## config.mk

```make
export PLATFORM = sky130hd
export DESIGN_NAME = plq_ctrl
export DESIGN_NICKNAME = d
export VERILOG_FILES = /design/src/rtl/plq_pkg.sv /design/src/rtl/plq_ctrl.sv
export SDC_FILE = /design/constraint.sdc
export NUM_CORES = 1
export LEC_CHECK = 0
export ABC_CLOCK_PERIOD_IN_PS = 2000
export BUFFER_PORTS_ARGS = -buffer_cell sky130_fd_sc_hd__buf_4
export CAP_MARGIN = 15
export CELL_PAD_IN_SITES_DETAIL_PLACEMENT = 1
export CELL_PAD_IN_SITES_GLOBAL_PLACEMENT = 1
export CORE_AREA = 2 2 39 41
export DETAILED_ROUTE_END_ITERATION = 16
export DIE_AREA = 0 0 41 43
export GPL_TIMING_DRIVEN = 1
export PLACE_DENSITY = 0.35
export SETUP_SLACK_MARGIN = 0.3
export SYNTH_ARGS = -nofsm -noshare
export SYNTH_HDL_FRONTEND = slang
export SYNTH_SLANG_ARGS = --single-unit
```

## constraint.sdc

```tcl
create_clock -name aclk -period 2 [get_ports aclk]
set_clock_uncertainty 0.05 [all_clocks]
set_input_delay 0.4 -clock aclk [delete_from_list [all_inputs] [get_ports aclk]]
set_output_delay 0.4 -clock aclk [all_outputs]
set_load 0.02 [all_outputs]
```

## src/rtl/plq_pkg.sv

```systemverilog
// Shared types and constants for the price level order queue.
// Used by the controller, the datapath and the top level.
package plq_pkg;

    // Payload widths fixed by the item format
    localparam int ID_W  = 10;
    localparam int VOL_W = 32;
    localparam int SUM_W = 42;

    // Action codes
    localparam logic ACT_APPEND = 1'b0;
    localparam logic ACT_REMOVE = 1'b1;

    // Controller to datapath commands
    typedef struct packed {
        logic clr_we;   // clear one in-list entry (post-reset sweep)
        logic load;     // capture an input word, start table read
        logic commit;   // apply the update and load the result word
    } plq_cmd_t;

    // Datapath to controller status
    typedef struct packed {
        logic clr_last; // clear sweep is at its last entry
    } plq_status_t;

endpackage

```

## src/rtl/plq_ctrl.sv

```systemverilog
// Sequencer for the price level order queue: clear sweep, accept, lookup/commit.
// Depends on plq_pkg for the command and status structs.
module plq_ctrl
    import plq_pkg::*;
(
    input  logic        aclk,
    input  logic        aresetn,
    input  logic        s_valid,
    output logic        s_ready,
    output logic        m_valid,
    input  logic        m_ready,
    output plq_cmd_t    cmd,
    input  plq_status_t status
);

    localparam logic [1:0] ST_CLEAR  = 2'd0;
    localparam logic [1:0] ST_IDLE   = 2'd1;
    localparam logic [1:0] ST_LOOKUP = 2'd2;

    logic [1:0] state_reg, state_next;
    logic       out_full_reg, out_full_next;
    logic       out_free;

    // Result slot is free when empty or when the current word is taken
    assign out_free = !out_full_reg || m_ready;

    always_comb begin
        state_next = state_reg;
        cmd        = '0;
        case (state_reg)
            ST_CLEAR: begin
                cmd.clr_we = 1'b1;
                if (status.clr_last) begin
                    state_next = ST_IDLE;
                end
            end
            ST_IDLE: begin
                if (s_valid) begin
                    cmd.load   = 1'b1;
                    state_next = ST_LOOKUP;
                end
            end
            ST_LOOKUP: begin
                // table read data is ready; wait only for the result slot
                if (out_free) begin
                    cmd.commit = 1'b1;
                    state_next = ST_IDLE;
                end
            end
            default: begin
                state_next = ST_IDLE;
            end
        endcase
    end

    // Result valid flag
    always_comb begin
        out_full_next = out_full_reg;
        if (cmd.commit) begin
            out_full_next = 1'b1;
        end else if (m_ready) begin
            out_full_next = 1'b0;
        end
    end

    always_ff @(posedge aclk) begin
        if (!aresetn) begin
            state_reg    <= ST_CLEAR;
            out_full_reg <= 1'b0;
        end else begin
            state_reg    <= state_next;
            out_full_reg <= out_full_next;
        end
    end

    assign s_ready = (state_reg == ST_IDLE);
    assign m_valid = out_full_reg;

endmodule

```

Word-level counts from Yosys, hierarchy flattened
Index checks and enable logic that the tools add are counted.
{"block": "word_totals", "n_memories": 0, "elab_cells": 23, "output_inout_bits": 5, "regBits": 3, "inputBits": 5, "mem_bits_rw": 0, "romBits": 0, "latchBits": 0}
{"block": "classes", "eq_ne": 5, "reduce_logical": 5, "n_addsub": 0, "muxes": 11, "bitwise_logic": 0, "order_cmp": 0, "shifts": 0, "n_mul": 0, "n_div": 0}
{"operator": "$mux W1", "n": 7}
{"operator": "$mux W2", "n": 3}
{"operator": "$ne A2 B2 Y1 const B", "n": 3}
{"operator": "$pmux W2 S3", "n": 1}
{"operator": "$reduce_and A3 Y1", "n": 1}
{"operator": "$eq A2 B1 Y1 const B", "n": 1}
{"operator": "$eq A2 B2 Y1 const B", "n": 1}
{"operator": "$logic_not A2 Y1", "n": 1}
{"operator": "$reduce_bool A2 Y1", "n": 1}
{"operator": "$logic_not A1 Y1", "n": 1}
{"operator": "$logic_or A1 B1 Y1", "n": 1}

Longest topological paths before layout
{"block": "logic_depth", "ltp_word": 5, "ltp_mapped": 3, "mapped_depth_nobuf": 2}

Worst setup path before layout
OpenSTA, ideal clock, no wires.
{"block": "synth_timing", "path_type": "register to output", "start": "register out_full_reg, in the netlist m_valid", "end": "output port cmd[0] (netlist bit)", "arrival_time_ns": 0.816, "stages_incl_launch_ff": 4, "slack_ns": 0.734, "t_required_ns": 1.550, "path_cell_list": "dfxtp_1 -> nand2b_1 -> nor2b_1 -> buf_4"}
{"item": "start, declared", "line": "plq_ctrl.sv:21", "text": "logic out_full_reg, out_full_next;"}
{"item": "start signal, assigned", "line": "plq_ctrl.sv:72", "text": "out_full_reg <= out_full_next;"}
{"item": "end, declared", "line": "plq_ctrl.sv:12", "text": "output plq_cmd_t cmd,"}

==> impl_results.md <==
* CP Cell Sequence: nand3b_1 > inv_1 > buf_4
* WHS Endpoint: m_valid$_SDFFE_PN0P_
* Hold Crit Depth at 2
* Switch Pwr at between 50 and 60 uW
* Fmax at between 600 and 700 MHz
* Crit Path Category: reg -> out
* Worst slew pin tran at roughly 260 ps
* Synth-to-Final Area Change at 64.9%
* Remaining DRCs at 0
* Post-CTS Setup Bufs at 0
* Vias in the first global route at 173
* Final worst-path setup slack at about 480 ps
* Clk pwr share at approximately 50%
* Yosys warnings at 0
* Syn nets at 22
* Iter 0 DRT Violations at 0
* HP Start: aresetn
* DP HPWL at around 380 um
* Maximum VDD drop at roughly 0.47 mV
* Largest cells by area after synthesis: dfxtp_1 (37%), nor2b_1 (15%), nand4bb_2 (9.9%), a21boi_1 (9.2%), o311a_1 (6.1%)
* CP Capture Type: primary output
* Post-Place Cell Area at roughly 240 um2
* CTS tree: built
* Fin Setup TNS at 0 ps
* Crit path DAT at between 1000 and 1500 ps
* # setup viols final at 0
* Grt ovf at 0
* Max reg flops at 2
* Sequential share of the synthesized area at 36.6%
* Cell variety after synth at 11
* Vias at roughly 170
* Reg2reg setup slack at roughly 1000 ps
* Post-synth top cells: nor2b_1 (4), dfxtp_1 (3), a21boi_1 (2)
* RSZ-0062 raised after global routing: false
* DIE AREA at about 1800 um2
* Routability cong. at between 0.6 and 0.7
* Clk slew on worst S/H paths at 40 ps
* Vias/cell at between 3 and 4
* Post-Syn Area at between 150 and 200 um2
* Initial antenna violation count at 0
* EDFF count, synth at 0
* CTS max path bufs at 2
* Largest net degree at the start of global routing at 8
* FF-to-FF Start: state_reg[0]$_SDFFE_PN0P_
* H-tree levels at 1
* Post-Syn Instances at 17
* Ant. Diodes at 0
* Post-CTS sizing at 0
* Switch share at 24.5%
* Status: completed
* Root Driver: clkbuf_4
* Final Max Tran Viols at 0
* FP Rows at 14
* Pre-CTS WS at about 600 ps
* Proportion of layout cells with a drive suffix above 1 at about half
* Wire length of the first global-routing pass at slightly above 800 um
* Slew headroom at around 83%
* Logic pwr share at between 10% and 20%
* WP data required at approximately 1600 ps
* Register area at approximately 60 um2
* WL/cell at around 11 um
* Primary FF master, synth: dfxtp_1
* Hold crit path type: in -> reg
* Pint at 158 uW
* Leakage at 0.124 nW
* GRT Total Usage at around 7.9%
* # nets final at 35
* Min Tclk post-route at ~1500 ps
* Final period utilization at 76.0%
* Multi-input logic area at 92.6 um2
* Syn Area/Cell at 9.64 um2
* Final hold vios at 0
* Synth Register Bits at 3
* Yosys top cell by area: dfxtp_1
* P per Cell Area at a little under 800 nW/um2
* Max-cap violation count at 0
* Post-synth top area share at between 30% and 40%
* Aggregate routed wire length at 497 um
* Core ar. at ~1400 um2
* Clock Sinks at 3
* Initial Util at 11.8%
* # IOs at 10
* Worst setup SP type: flip-flop
* Top-count cell post-synth: nor2b_1
* Die Wd at 41 um
* Pre-antenna DRT Iters at 1
* Post-route cell area at between 200 and 300 um2
* Max incr delay on CP at about 450 ps
* Fill cells at approximately 170
* CP max FO at 6
* Clock Latency Late Sink at 230 ps
* R2r endpoint: state_reg[0]$_SDFFE_PN0P_
* Reg power frac at about a third
* Antenna viol nets, final at 0
* Num CTS Buffers at 3
* Crit-path slowest cell: dfxtp_1
* R2R depth at 2
* # hold bufs at CTS at 0
* Async SR Flop Fraction at 0%
* Buffers on Ports at 9
* Die height at around 43 um
[area by class of cell]
cell class / count / area share, %
well taps: 16 / 7.41
inverters: 1 / 1.39
multi-input cells: 12 / 34.3
repair buffers: 9 / 25.0
clock buffers: 4 / 9.72
flip-flops and latches: 3 / 22.2
[power groups by stage]
| stage | logic [mW] | clock network (mW) | registers (mW) |
|---|---|---|---|
| after floorplan | 0.0194 | 0 | 0.0679 |
| after global placement | 0.0360 | 0 | 0.0683 |
| after detailed placement | 0.0368 | 0 | 0.0688 |
| after CTS | 0.0369 | 0.114 | 0.0681 |
| after global routing | 0.0390 | 0.119 | 0.0685 |
| final | 0.0362 | 0.106 | 0.0680 |
[critical path, delay by kind of cell, from the launching register on]
kind | cells | cell delay, ps
buffers and inverters | 2 | 200
flip-flops | 1 | 450
AND/OR/NAND/NOR | 1 | 180
[worst max path at each step]
| stage | from | to |
|---|---|---|
| 2_1_floorplan | m_valid$_SDFFE_PN0P_ | cmd[0] |
| 3_3_place_gp | m_ready | cmd[0] |
| 3_5_place_dp | m_ready | cmd[0] |
| 4_1_cts | state_reg[1]$_SDFFE_PN0P_ | cmd[1] |
| 5_1_grt | state_reg[1]$_SDFFE_PN0P_ | cmd[1] |
| 6_report | state_reg[1]$_SDFFE_PN0P_ | cmd[1] |
[cells in the final DEF (no fill, tap or decap)]
cell / instances
nand2b_1: 1
nand4bb_2: 1
nor2b_1: 4
o311a_1: 1
nand2b_2: 1
inv_1: 1
nor2_1: 1
dfxtp_1: 3
nand3b_1: 1
clkbuf_1: 1
a21boi_1: 2
clkbuf_4: 3
buf_4: 9
[routing by layer]
metal	global-route usage [%]	routed length, um	vias to the layer above
li1	-	-	82
met1	7.72	210	77
met2	10.6	236	7
met3	7.85	50	0
met4	4.00	0	0
met5	0	0	-
[logic make-up after synthesis]
group / share of synthesized area, %
AO/OA/AOI/OAI: 15.3
AND/OR/NAND/NOR: 41.2
flip-flops: 36.6
buffers and inverters: 6.87
[per-stage QoR]
stage / utilization, % / instances / power [mW] / hold WS, ps
floorplan: - / 17 / 0.0872 / 470
global placement: 17.6 / 41 / 0.104 / 461
finish: 19.5 / 45 / 0.210 / 382
global route: 19.5 / 45 / 0.226 / 379
CTS: 19.5 / 45 / 0.219 / 371
detailed placement: 17.6 / 41 / 0.106 / 465
Note: power is estimated with default switching activity, not from simulation.
